**src/sv/mfbx_pkg.sv**
```systemverilog
`default_nettype none
// ----------------------------------------------------------------------------
// mfbx_pkg
// Shared types and constants for the framed message builder with an XOR
// checksum.
// ----------------------------------------------------------------------------
package mfbx_pkg;

    localparam int unsigned FRAME_BYTES  = 64;
    localparam int unsigned HEADER_BYTES = 5;

    // Largest payload count whose frame still fits.
    localparam logic [8:0] MAX_FIT_COUNT = 9'(FRAME_BYTES - HEADER_BYTES - 1);

    localparam logic [1:0] CFG_START_BYTE = 2'd0;
    localparam logic [1:0] CFG_MODE_BYTE  = 2'd1;
    localparam logic [1:0] CFG_NODE_ID    = 2'd2;

    localparam logic [7:0] RESET_START_BYTE = 8'h02;
    localparam logic [7:0] RESET_MODE_BYTE  = 8'h00;
    localparam logic [7:0] RESET_NODE_ID    = 8'hA1;

    typedef struct packed {
        logic [7:0] msg_type;
        logic [7:0] payload_count;
        logic [7:0] data_byte;
    } in_item_t;

    typedef struct packed {
        logic [7:0] out_byte;
        logic       frame_end;
    } out_item_t;

    typedef struct packed {
        logic [7:0] start_byte;
        logic [7:0] mode_byte;
        logic [7:0] node_id;
    } cfg_t;

    // Work left for one accepted transaction that produces output.
    typedef struct packed {
        logic       is_header;
        logic       with_data;
        logic       with_check;
        logic [7:0] msg_type;
        logic [7:0] payload_count;
        logic [7:0] data_byte;
    } plan_t;

    typedef enum logic [6:0] {
        ST_START = 7'b0000001,
        ST_MODE  = 7'b0000010,
        ST_LEN   = 7'b0000100,
        ST_SIG   = 7'b0001000,
        ST_TYPE  = 7'b0010000,
        ST_DATA  = 7'b0100000,
        ST_CHECK = 7'b1000000
    } step_t;

endpackage
`default_nettype wire

```
**src/sv/mfbx_cfg.sv**
```systemverilog
`default_nettype none
// ----------------------------------------------------------------------------
// mfbx_cfg
// Configuration registers for the frame header bytes.
// ----------------------------------------------------------------------------
module mfbx_cfg
    import mfbx_pkg::*;
(
    input  wire logic       aclk,
    input  wire logic       aresetn,
    input  wire logic       cfg_valid,
    output logic            cfg_ready,
    input  wire logic [1:0] cfg_index,
    input  wire logic [7:0] cfg_data,
    output cfg_t            cfg
);

    cfg_t cfg_reg;
    cfg_t cfg_next;

    assign cfg_ready = 1'b1;
    assign cfg       = cfg_reg;

    always_comb begin
        cfg_next = cfg_reg;
        if (cfg_valid) begin
            unique case (cfg_index)
                CFG_START_BYTE: cfg_next.start_byte = cfg_data;
                CFG_MODE_BYTE:  cfg_next.mode_byte  = cfg_data;
                CFG_NODE_ID:    cfg_next.node_id    = cfg_data;
                default:        cfg_next = cfg_reg;
            endcase
        end
    end

    always_ff @(posedge aclk) begin
        if (!aresetn) begin
            cfg_reg.start_byte <= RESET_START_BYTE;
            cfg_reg.mode_byte  <= RESET_MODE_BYTE;
            cfg_reg.node_id    <= RESET_NODE_ID;
        end else begin
            cfg_reg <= cfg_next;
        end
    end

endmodule
`default_nettype wire

```
**src/sv/mfbx_admit.sv**
```systemverilog
`default_nettype none
// ----------------------------------------------------------------------------
// mfbx_admit
// Message tracking at the input: counts payload bytes, decides whether a
// message is framed or dropped, and hands a plan for each transaction that
// produces output to the emitter.
// ----------------------------------------------------------------------------
module mfbx_admit
    import mfbx_pkg::*;
(
    input  wire logic     aclk,
    input  wire logic     aresetn,
    input  wire logic     accept,
    input  wire in_item_t item,
    output logic          load,
    output plan_t         plan
);

    logic [7:0] bytes_left_reg;
    logic [7:0] bytes_left_next;
    logic       dropping_reg;
    logic       dropping_next;
    logic [7:0] left_dec;
    logic [7:0] count_dec;
    logic       too_big;

    assign left_dec  = bytes_left_reg - 8'd1;
    assign count_dec = item.payload_count - 8'd1;
    assign too_big   = {1'b0, item.payload_count} > MAX_FIT_COUNT;

    always_comb begin
        bytes_left_next     = bytes_left_reg;
        dropping_next       = dropping_reg;
        load                = 1'b0;
        plan.is_header      = 1'b0;
        plan.with_data      = 1'b1;
        plan.with_check     = 1'b0;
        plan.msg_type       = item.msg_type;
        plan.payload_count  = item.payload_count;
        plan.data_byte      = item.data_byte;
        if (accept) begin
            if (bytes_left_reg != 8'd0) begin
                bytes_left_next = left_dec;
                if (dropping_reg) begin
                    dropping_next = (left_dec != 8'd0);
                end else begin
                    load            = 1'b1;
                    plan.with_check = (left_dec == 8'd0);
                end
            end else if (too_big) begin
                bytes_left_next = count_dec;
                dropping_next   = (count_dec != 8'd0);
            end else begin
                dropping_next   = 1'b0;
                load            = 1'b1;
                plan.is_header  = 1'b1;
                plan.with_data  = (item.payload_count != 8'd0);
                plan.with_check = (item.payload_count <= 8'd1);
                bytes_left_next = (item.payload_count == 8'd0) ? 8'd0 : count_dec;
            end
        end
    end

    always_ff @(posedge aclk) begin
        if (!aresetn) begin
            bytes_left_reg <= 8'd0;
            dropping_reg   <= 1'b0;
        end else begin
            bytes_left_reg <= bytes_left_next;
            dropping_reg   <= dropping_next;
        end
    end

endmodule
`default_nettype wire

```
**src/sv/mfbx_emit.sv**
```systemverilog
`default_nettype none
// ----------------------------------------------------------------------------
// mfbx_emit
// Holds one planned transaction, steps through its header, payload and
// checksum bytes, and drives the registered result channel.
// ----------------------------------------------------------------------------
module mfbx_emit
    import mfbx_pkg::*;
(
    input  wire logic  aclk,
    input  wire logic  aresetn,
    input  wire cfg_t  cfg,
    input  wire logic  load,
    input  wire plan_t plan,
    output logic       slot_free,
    output logic       m_valid,
    input  wire logic  m_ready,
    output out_item_t  m_data
);

    logic      item_valid_reg;
    logic      item_valid_next;
    plan_t     plan_reg;
    step_t     step_reg;
    step_t     step_next;
    logic [7:0] xor_reg;
    logic [7:0] xor_next;
    logic      m_valid_reg;
    logic      m_valid_next;
    out_item_t m_data_reg;
    out_item_t byte_out;
    logic      advance;
    logic      last;
    step_t     step_after;

    assign advance   = item_valid_reg && (!m_valid_reg || m_ready);
    assign slot_free = !item_valid_reg || (advance && last);
    assign m_valid   = m_valid_reg;
    assign m_data    = m_data_reg;

    always_comb begin
        byte_out.frame_end = 1'b0;
        byte_out.out_byte  = xor_reg;
        xor_next           = xor_reg;
        last               = 1'b0;
        step_after         = ST_CHECK;
        unique case (step_reg)
            ST_START: begin
                byte_out.out_byte = cfg.start_byte;
                xor_next          = cfg.start_byte;
                step_after        = ST_MODE;
            end
            ST_MODE: begin
                byte_out.out_byte = cfg.mode_byte;
                xor_next          = xor_reg ^ cfg.mode_byte;
                step_after        = ST_LEN;
            end
            ST_LEN: begin
                byte_out.out_byte = plan_reg.payload_count + 8'd1;
                xor_next          = xor_reg ^ (plan_reg.payload_count + 8'd1);
                step_after        = ST_SIG;
            end
            ST_SIG: begin
                byte_out.out_byte = cfg.node_id;
                xor_next          = xor_reg ^ cfg.node_id;
                step_after        = ST_TYPE;
            end
            ST_TYPE: begin
                byte_out.out_byte = plan_reg.msg_type;
                xor_next          = xor_reg ^ plan_reg.msg_type;
                step_after        = plan_reg.with_data ? ST_DATA : ST_CHECK;
            end
            ST_DATA: begin
                byte_out.out_byte = plan_reg.data_byte;
                xor_next          = xor_reg ^ plan_reg.data_byte;
                last              = !plan_reg.with_check;
                step_after        = ST_CHECK;
            end
            ST_CHECK: begin
                byte_out.out_byte  = xor_reg;
                byte_out.frame_end = 1'b1;
                xor_next           = 8'd0;
                last               = 1'b1;
            end
            default: begin
                last = 1'b1;
            end
        endcase
    end

    always_comb begin
        item_valid_next = item_valid_reg;
        step_next       = step_reg;
        if (advance) begin
            step_next = step_after;
            if (last) begin
                item_valid_next = 1'b0;
            end
        end
        if (load) begin
            item_valid_next = 1'b1;
            step_next       = plan.is_header ? ST_START : ST_DATA;
        end
    end

    always_comb begin
        m_valid_next = m_valid_reg;
        if (advance) begin
            m_valid_next = 1'b1;
        end else if (m_ready) begin
            m_valid_next = 1'b0;
        end
    end

    always_ff @(posedge aclk) begin
        if (!aresetn) begin
            item_valid_reg <= 1'b0;
            step_reg       <= ST_START;
            xor_reg        <= 8'd0;
            m_valid_reg    <= 1'b0;
        end else begin
            item_valid_reg <= item_valid_next;
            step_reg       <= step_next;
            m_valid_reg    <= m_valid_next;
            if (advance) begin
                xor_reg <= xor_next;
            end
        end
    end

    always_ff @(posedge aclk) begin
        if (load) begin
            plan_reg <= plan;
        end
        if (advance) begin
            m_data_reg <= byte_out;
        end
    end

endmodule
`default_nettype wire

```
**src/sv/message_frame_builder_xor.sv**
```systemverilog
`default_nettype none
// ----------------------------------------------------------------------------
// message_frame_builder_xor
// Builds start/length frames with an XOR checksum from a stream of payload
// bytes, one output byte per transaction on the result channel.
//
//   Channel   Ports                            Carries
//   input     s_valid, s_ready, s_data         in_item_t, one payload byte
//   result    m_valid, m_ready, m_data         out_item_t, one frame byte
//   config    cfg_valid, cfg_ready, cfg_index, 8-bit header register write
//             cfg_data
//
// A payload byte in the middle of a message yields one frame byte, and the last
// one yields two because the checksum follows it. A message start yields the
// five header bytes, its payload byte if any, and the checksum when the frame
// ends there; the emitter walks them one per cycle unless m_ready stalls it.
// Dropped transactions are accepted once the emitter is free and produce
// nothing. Reset is synchronous and clears the message tracking and both
// valid flags. A stall on m_ready freezes the emitter, and the input is
// accepted again as soon as its slot frees.
// ----------------------------------------------------------------------------
module message_frame_builder_xor
    import mfbx_pkg::*;
(
    input  wire logic       aclk,
    input  wire logic       aresetn,
    input  wire logic       s_valid,
    output logic            s_ready,
    input  wire in_item_t   s_data,
    output logic            m_valid,
    input  wire logic       m_ready,
    output out_item_t       m_data,
    input  wire logic       cfg_valid,
    output logic            cfg_ready,
    input  wire logic [1:0] cfg_index,
    input  wire logic [7:0] cfg_data
);

    cfg_t  cfg;
    plan_t plan;
    logic  load;
    logic  slot_free;
    logic  accept;

    assign s_ready = slot_free;
    assign accept  = s_valid && slot_free;

    mfbx_cfg u_cfg (
        .aclk      (aclk),
        .aresetn   (aresetn),
        .cfg_valid (cfg_valid),
        .cfg_ready (cfg_ready),
        .cfg_index (cfg_index),
        .cfg_data  (cfg_data),
        .cfg       (cfg)
    );

    mfbx_admit u_admit (
        .aclk    (aclk),
        .aresetn (aresetn),
        .accept  (accept),
        .item    (s_data),
        .load    (load),
        .plan    (plan)
    );

    mfbx_emit u_emit (
        .aclk      (aclk),
        .aresetn   (aresetn),
        .cfg       (cfg),
        .load      (load),
        .plan      (plan),
        .slot_free (slot_free),
        .m_valid   (m_valid),
        .m_ready   (m_ready),
        .m_data    (m_data)
    );

endmodule
`default_nettype wire

```
**config.mk**
```make
export PLATFORM = sky130hd
export DESIGN_NAME = message_frame_builder_xor
export DESIGN_NICKNAME = d
export VERILOG_FILES = /design/src/sv/mfbx_pkg.sv /design/src/sv/mfbx_cfg.sv /design/src/sv/mfbx_admit.sv /design/src/sv/mfbx_emit.sv /design/src/sv/message_frame_builder_xor.sv
export SDC_FILE = /design/constraint.sdc
export NUM_CORES = 1
export LEC_CHECK = 0
export BUFFER_PORTS_ARGS = -buffer_cell sky130_fd_sc_hd__buf_2
export CELL_PAD_IN_SITES_DETAIL_PLACEMENT = 0
export CELL_PAD_IN_SITES_GLOBAL_PLACEMENT = 1
export CORE_UTILIZATION = 32
export DETAILED_ROUTE_END_ITERATION = 10
export PLACE_DENSITY_LB_ADDON = 0.08
export SYNTH_ARGS = -nofsm -noshare
export SYNTH_HDL_FRONTEND = slang
export SYNTH_HIERARCHICAL = 1
export SYNTH_SLANG_ARGS = --single-unit
```
**constraint.sdc**
```tcl
create_clock -name aclk -period 6.71 [get_ports aclk]
set_input_delay 0.3355 -clock aclk [delete_from_list [all_inputs] [get_ports aclk]]
set_output_delay 0.3355 -clock aclk [all_outputs]
set_load 0.005 [all_outputs]
```
* Word-level counts from Yosys, hierarchy flattened
Index checks and enable logic that the tools add are counted.
** Operators by class
- Add/subtract/negate cells :: 3
- Multiply operators :: 0
- Div/mod/pow operators :: 0
- Magnitude comparators :: 2
- Eq/ne operators :: 9
- Shift operators :: 0
- Muxes and demuxes :: 29
- Bitwise operators :: 6
- Reduce and logical (&&, ||, !) cells :: 26
** Operator list (number)
- case mux 8 bit (7 select lines) :: 1
- case mux 8 bit (6 select lines) :: 1
- XOR 8 bit :: 5
- case mux 7 bit (5 select lines) :: 1
- nonzero test 8 bit :: 4
- 2-to-1 mux 8 bit :: 3
- 2-to-1 mux 7 bit :: 3
- logical NOT 8 bit :: 2
- subtractor 8 x 1 -> 8 bit (second input constant) :: 2
- 2-to-1 mux 1 bit :: 15
- AND reduction 2 bit :: 5
- adder 8 x 1 -> 8 bit (second input constant) :: 1
- greater-than comparator 8 x 6 -> 1 bit (second input constant) :: 1
- <= comparator 8 x 1 -> 1 bit (second input constant) :: 1
- equality test 7 x 1 -> 1 bit (second input constant) :: 1
- equality test 7 x 2 -> 1 bit (second input constant) :: 1
- equality test 7 x 3 -> 1 bit (second input constant) :: 1
- equality test 7 x 4 -> 1 bit (second input constant) :: 1
- equality test 7 x 5 -> 1 bit (second input constant) :: 1
- equality test 7 x 6 -> 1 bit (second input constant) :: 1
- equality test 7 bit (second input constant) :: 1
- nonzero test 7 bit :: 1
- 2-to-1 mux 3 bit :: 2
- 2-to-1 mux 6 bit :: 1
- other kinds (12) :: 19
** Storage, ports and cells
- Register bits :: 85
- Latch bits :: 0
- Bits in writable memories :: 0
- Memory bits (read-only) :: 0
- Output and inout bits :: 12
- Memories kept :: 0

* Longest topological paths before layout
Gate-level depths: netlist of the first run.
- Depth in word-level cells :: 9
- Mapped depth :: 13
- Gate-level depth less buffers :: 11

* Modules after synthesis
Netlist of the first run, hierarchy kept.
** By module, submodules not included
- mfbx_emit :: instances 1, cells an instance 280, area an instance 2773.9 um2, sequential area each 1391.3 um2
- mfbx_admit :: instances 1, cells an instance 131, area an instance 1108.6 um2, sequential area each 180.2 um2
- mfbx_cfg :: instances 1, cells an instance 96, area an instance 944.7 um2, sequential area each 480.5 um2
- message_frame_builder_xor :: instances 1, cells an instance 1, area an instance 6.3 um2, sequential area each 0.0 um2

* Worst setup path after synthesis of the first run
OpenSTA, ideal clock, no wires.
- Path kind :: register to register
- Start :: reg u_emit.step_reg[4]
- End :: reg u_emit.step_reg[0]
- Setup time :: 0.116 ns
- Data arrival time :: 4.429 ns
- Data required time :: 6.594 ns
- Setup slack :: 2.165 ns
- Cell stages (with the launch flop) :: 13
- Path through :: dfxtp_1 clkbuf_1 xnor2_1 o211a_1 nor2_4 nor3_2 nor2_1 o21ai_0 and2_1 dlygate4sd3_1 nor2b_1 inv_1 a31o_2
** On the way
- Elaborated cells on any way between the ends :: 18
- Those cells by class :: 6 x eq/ne; 7 x mux; 5 x reduce/logical
** RTL lines
- start, declared :: RTL line mfbx_emit.sv:24 : step_t step_reg;
- start signal, assigned :: RTL line mfbx_emit.sv:123 : step_reg <= step_next;
- equality test 7 x 1 -> 1 bit, or another cell as far along :: RTL line mfbx_emit.sv:47 : unique case (step_reg)
- OR reduction 5 bit (no line)
- case mux 1 bit (2 select lines) * :: RTL line mfbx_emit.sv:47
- logical AND 1 bit * :: RTL line mfbx_emit.sv:37 : assign slot_free = !item_valid_reg || (advance && last);
- logical OR 1 bit * :: RTL line mfbx_emit.sv:37
- via s_ready :: RTL line message_frame_builder_xor.sv:28 : output logic s_ready,
- logical AND 1 bit * :: RTL line message_frame_builder_xor.sv:46 : assign accept = s_valid && slot_free;
- via accept :: RTL line message_frame_builder_xor.sv:43 : logic accept;
- 2-to-1 mux 1 bit * :: RTL line mfbx_admit.sv:41 : if (accept) begin
- via load :: RTL line message_frame_builder_xor.sv:41 : logic load;
- 2-to-1 mux 7 bit / nonzero test 2 bit (equally long branches)
Mark *: on every way through the listed nets, which the timed path passes. The rest lies on a longest branch. The select of a mux whose other input is x is not followed.
A chain may end at the register's enable or synchronous reset.

* Final worst setup path of the first run
- Start :: reg u_emit.step_reg[5]
- End :: reg u_emit/plan_reg[18] (netlist bit), enable pin
** On the way
- Longest elaborated chain between the ends :: 7
- Elaborated cells on any way between the ends :: 12
- Those cells by class :: 6 x eq/ne; 2 x mux; 4 x reduce/logical
** Ends and longest elaborated chain
- equality test 7 x 1 -> 1 bit, or another cell as far along :: RTL line mfbx_emit.sv:47
- OR reduction 5 bit (no line)
- case mux 1 bit (2 select lines) * :: RTL line mfbx_emit.sv:47
- logical AND 1 bit * :: RTL line mfbx_emit.sv:37
- logical OR 1 bit * :: RTL line mfbx_emit.sv:37
- logical AND 1 bit * :: RTL line message_frame_builder_xor.sv:46
- via accept :: RTL line message_frame_builder_xor.sv:43
- 2-to-1 mux 1 bit * :: RTL line mfbx_admit.sv:41
- via load :: RTL line message_frame_builder_xor.sv:41
- end signal, assigned :: RTL line mfbx_emit.sv:133 : plan_reg <= plan;
- end, declared :: RTL line mfbx_emit.sv:23 : plan_t plan_reg;
Mark *: on every way through the listed nets, which the timed path passes. The rest lies on a longest branch.

==> results of run 1 <==
## worst max-delay path: stages, from the launching register on
cell and delay, ns:
dfxtp_1 0.79, nor3_1 0.12, and4b_1 0.47, nor3_2 0.67
nor2_1 0.10, o21ai_0 0.39, and2_1 0.65, nor2b_2 0.60
buf_4 0.36
## placed cells by master (no fill, tap or decap), types with 7 or more instances in the layout
cell type and n:
dfxtp_1 50, ha_1 7, nand3b_1 9, xnor2_1 9, o221ai_1 8, clkbuf_16 10, nand2_1 65, nor3_1 8
edfxtp_1 35, xor2_1 11, a22oi_1 12, a21oi_1 24, nand3_1 18, inv_1 16, nor2_1 29, buf_2 49
mux2i_1 20, o21ai_0 14
## cells by family after synthesis
family,count (synthesis),synth area share [%]
other cells,1,0.0776
mux,21,4.37
buf+inv,72,8.67
xor+xnor,20,3.62
simple gates,188,21.6
compound gates,114,17.3
fa+ha+maj,7,1.81
flops,85,42.5
## metal layers
layer  track usage [%]  up-vias
met4              5.02        0
li1                  -     1859
met3              4.17       14
met1              24.9     1855
met2              25.0      129
met5                 0        -
## worst paths after layout
check	startpoint	to	slack, ns
max	u_emit/step_reg[5]	u_emit/plan_reg[18]	2.22
min	s_data[6]	u_emit/plan_reg[6]	0.16
max reg2reg	u_emit/step_reg[5]	u_emit/plan_reg[18]	2.22
min reg2reg	u_cfg/cfg[4]	u_cfg/cfg[4]	0.46
## power breakdown
group / switching, mW / total (mW) / internal [mW]
Clock: 0.219 / 0.494 / 0.275
Sequential: 0.0852 / 0.728 / 0.643
Combinational: 0.301 / 0.488 / 0.187
## final cells by class
type / instances / area (um2) / area share [%]
multi-input cells: 351 / 2360 / 44.7
flip-flops and latches: 85 / 2050 / 38.8
repair buffers: 54 / 283 / 5.35
clock buffers: 10 / 250 / 4.73
well taps: 184 / 230 / 4.35
inverters: 17 / 63.8 / 1.21
clock inverters: 6 / 45.0 / 0.852
## cells in the mapped netlist (4+ instances only)
cell type / number
dfxtp_1: 50
ha_1: 7
nand4b_1: 5
nor3_1: 8
buf_2: 6
nand2_1: 65
nor4b_1: 4
o221ai_1: 8
a221oi_1: 5
o211ai_1: 6
or3_1: 5
buf_4: 29
and3b_1: 6
a22oi_1: 12
xnor2_1: 9
xor2_1: 11
mux2i_1: 20
edfxtp_1: 35
a21oi_1: 24
nor2_1: 29
nor3b_1: 4
inv_1: 16
nand3b_1: 9
nand3_1: 18
o21ai_0: 14
clkbuf_1: 14
o211a_1: 6
nor2b_1: 7
## through the flow
step | setup slack (ns) | hold slack (ns) | utilization [%] | cells | total power [mW]
floorplan | 2.16 | 0.438 | - | 508 | 1.08
global placement | 2.42 | 0.455 | 34.1 | 691 | 1.22
detailed placement | 2.29 | 0.461 | 34.1 | 691 | 1.22
CTS | 2.28 | 0.149 | 36.1 | 707 | 1.72
global route | 1.96 | 0.149 | 36.1 | 707 | 1.80
finish | 2.22 | 0.162 | 36.1 | 707 | 1.71
==> results.cfg, run 1 <==
[outcome]
status = complete, but fails checks
violations = design-rule violations

[synthesis]
synth-seq-area-share_pct = 42.5
ys_types = 79
syn_area_um2 = 4830
synthDominantCellAreaShare_pct = 21.7
ys_warn_count = 6
synth_flop_cell = dfxtp_1
syn-num-nets = 554
async_flop_share_pct = 0
ys_ff_latch = 85
avgSynthCellArea_um2 = 9.51
synth.top_cells.by_area = edfxtp_1 22%, dfxtp_1 21%, nand2_1 5.0%
synth_edf_count = 35
syn_inst = 508
synth_area_leader_cell = edfxtp_1

[die]
dieHeight_um = 125
die_area_um2 = 15600
core_region_area_um2 = 14600
start_util_pct = 33.0
die_w_um = 125
num_rows = 44
io_pins = 51

[clocking]
ctsHoldBuffers = 0
clock-sinks = 85
cts_root_buf = clkbuf_16
cts-resized-gates = 0
clk_path_buf_depth = 2
cts_buffers = 9
worstSkewPairLatency_ns = 0.35
cts_tree = built
post_cts_buffers = 0
htree_levels = 3
clk_pin_slew_ns = 0.07

[global_route]
grt_max_degree = 54
grt_first_pass_wirelength_um = 20100
grt_pass1_vias = 3516
antenna_found_initial = 0
grt_overflow_total = 0
grt.total_usage_pct = 17.1

[route]
wl_met3_um = 656
dr.pass1.iters = 8
drc = 8
routed.top_layer = met4
wl_met2_um = 5760
wirelength_met1_um = 6680
antenna_left = 0
vias = 3857
avgViaCountPerCell = 5.46
drt_iter0_drc = 234
detail_route.wl_per_cell_um = 18.7
drt_wl_total_um = 13200

[sta]
max_freq_ghz = 0.223
setup_viol = 0
rsz0062_at_grt = no
tightest_slew_ns = 1.05
fin_crit_ns = 4.49
tns_ns = 0
skew_ns = 0.0108
slew_headroom_pct = 29.4
slew_violations = 0
hold_viol_final = 0
fin_crit_sh_pct = 66.9

[placement]
io_buffer_count = 49
place.gp.congestion = 0.842
dp_hpwl_um = 9590
place_area_um2 = 4990

[final_layout]
nFillCells = 1510
syn2layout_area_growth_pct = 9.42
n_antenna_cell = 0
drive_gt1_share_pct = 17.2
largest_reg_flops = 26
finalInstanceArea_um2 = 5290
nets = 564

[setup_path]
path_class = reg -> reg
worst_ep_arrival_time_ns = 4.52
crit_fanout = 21
start_kind = register
cp_data_required_time_ns = 6.74
ff2ff_path_depth = 8
cp-end-kind = register

[hold_path]
hold_class = in -> reg
hold_depth = 1

[pwr]
powerDensity_nw_per_um2 = 323
ir_drop_v = 0.000147
leakagePower_nw = 2.02

[flow_run]
maxCapViolCount = 0
No activity file was read; power rests on OpenSTA's default activity.
==> run 2, diff against run 1 <==
==> constraint.sdc (replaced) <==
create_clock -name aclk -period 4.2 [get_ports aclk]
set_input_delay 0.21 -clock aclk [delete_from_list [all_inputs] [get_ports aclk]]
set_output_delay 0.21 -clock aclk [all_outputs]
set_load 0.005 [all_outputs]
==> run 2 against run 1 <==
  * The flow still finishes with violations (design-rule violations)
  * Cell count up 0.71%
  * Worst setup slack worse by 1.4 ns
  * Routed wire length is essentially flat
  * Maximum frequency is 31% higher
  * First-iteration DRC count is 32% higher
==> results.cfg, run 2 (synthesis gave the netlist of run 1 again) <==
[final_layout]
nFillCells = 1479
largest_reg_flops = 26
syn2layout_area_growth_pct = 9.45
nets = 569
final_common_cell = nand2_1
n_antenna_cell = 0
drive_gt1_share_pct = 17.2
final_cell_mix = 65 x nand2_1, 50 x dfxtp_1, 49 x buf_2, 35 x edfxtp_1, 29 x nor2_1
finalInstanceArea_um2 = 5290

[global_route]
antenna_found_initial = 0
grt_first_pass_wirelength_um = 20400
grt_overflow_total = 0
grt_max_degree = 53
grt_pass1_vias = 3523
busiest_layer = met1
use_met2_pct = 24.0
gr-usage-met3_pct = 2.15
met1_usage_pct = 26.1
grt.total_usage_pct = 17.2

[sta]
fin_crit_ns = 3.43
rsz0062_at_grt = no
slew_violations = 0
tightest_slew_ns = 0.778
fin_crit_sh_pct = 81.6
hold_viol_final = 0
slew_headroom_pct = 47.6
max_freq_ghz = 0.292
skew_ns = 0.00514
tns_ns = 0
setup_viol = 0

[die]
dieHeight_um = 125
start_util_pct = 33.0
die_w_um = 125
num_rows = 44
core_region_area_um2 = 14600
io_pins = 51
die_area_um2 = 15600

[clocking]
worstSkewPairLatency_ns = 0.34
clk_path_buf_depth = 2
post_cts_buffers = 0
cts_root_buf = clkbuf_16
htree_levels = 3
cts_tree = built
cts_buffers = 9
clk_pin_slew_ns = 0.06
cts-resized-gates = 0
ctsHoldBuffers = 0
clock-sinks = 85

[placement]
io_buffer_count = 49
dp_hpwl_um = 9740
place_area_um2 = 5030
place.gp.congestion = 0.844

[setup_path]
crit_chain = nor2_1, nand3b_1, nor3b_2, buf_4, nor3_2, nor2_1, o21ai_0, and2_1, nor2b_2, buf_4
crit_fanout = 22
regToRegSetupSlack_ns = 0.77
cp_data_required_time_ns = 4.23
cp-end-kind = register
crit_family = simple AND/OR/NAND/NOR gates
worst_ep_arrival_time_ns = 3.46
start_kind = register
cp_slowest_cell = dfxtp_1
path_class = reg -> reg
critPathBufInv = 2
slowest_delay_ns = 0.79

[route]
detail_route.wl_per_cell_um = 18.6
avgViaCountPerCell = 5.33
drt_iter0_drc = 308
drt_wl_total_um = 13200
dr.pass1.iters = 7
drc = 6
antenna_left = 0
vias = 3792

[pwr]
ir_drop_v = 0.000192
p_int_mw = 1.74
pwr-share-seq_pct = 43.3
powerDensity_nw_per_um2 = 505
leakagePower_nw = 2.03
combinationalPowerShare_pct = 29.8
p_sw_uw = 929
switching_share_pct = 34.8
clkPwrFrac_pct = 26.9

[flow_run]
maxCapViolCount = 0

[hold_path]
hold_class = in -> reg

[outcome]
status = complete, but fails checks
violations = design-rule violations
==> run 2: changes by cell type in the layout (fill, tap and decap cells not counted), sizes merged <==
cell	delta
clkinv	-1
clkbuf	+1
buf	+5
==> run 2: layer usage <==
metal	vias up	wire length [um]	part of all wire [%]
met5	-	0	0
met2	86	5560	42
li1	1870	-	-
met3	18	441	3.3
met4	0	291	2.2
met1	1818	6940	52
==> run 2: final timing paths <==
check,startpoint,depth (start not counted),to
setup / recovery,u_emit/step_reg[4],10,u_emit/plan_reg[16]
hold / removal,s_data[4],1,u_emit/plan_reg[4]
setup reg to reg,u_emit/step_reg[4],10,u_emit/plan_reg[16]
hold reg to reg,u_cfg/cfg[4],2,u_cfg/cfg[4]
==> run 2: layout make-up <==
type,count,area [um2],share of cell area [%]
multi-input combinational,351,2360,44.7
sequential,85,2050,38.8
timing repair buffer,59,320,6.05
clock buffer,11,233,4.40
tap,184,230,4.35
inverter,17,63.8,1.21
clock inverter,5,26.3,0.497
==> run 2: per-stage QoR <==
step	utilization [%]	hold slack, ns	instances	setup WS [ns]	total power [mW]
floorplan	-	0.372	508	0.205	1.73
global placement	34.4	0.389	696	0.937	1.98
detailed placement	34.4	0.389	696	0.790	1.98
CTS	36.1	0.0281	712	0.769	2.71
global route	36.1	0.0302	712	0.502	2.83
finish	36.1	0.0415	712	0.774	2.67
==> run 2: power groups by stage <==
stage               sequential [mW]  clock (mW)  combinational, mW
floorplan                      1.11           0              0.618
global placement               1.18           0              0.809
detailed placement             1.18           0              0.804
CTS                            1.16       0.744              0.807
global route                   1.18       0.770              0.882
finish                         1.16       0.719              0.797
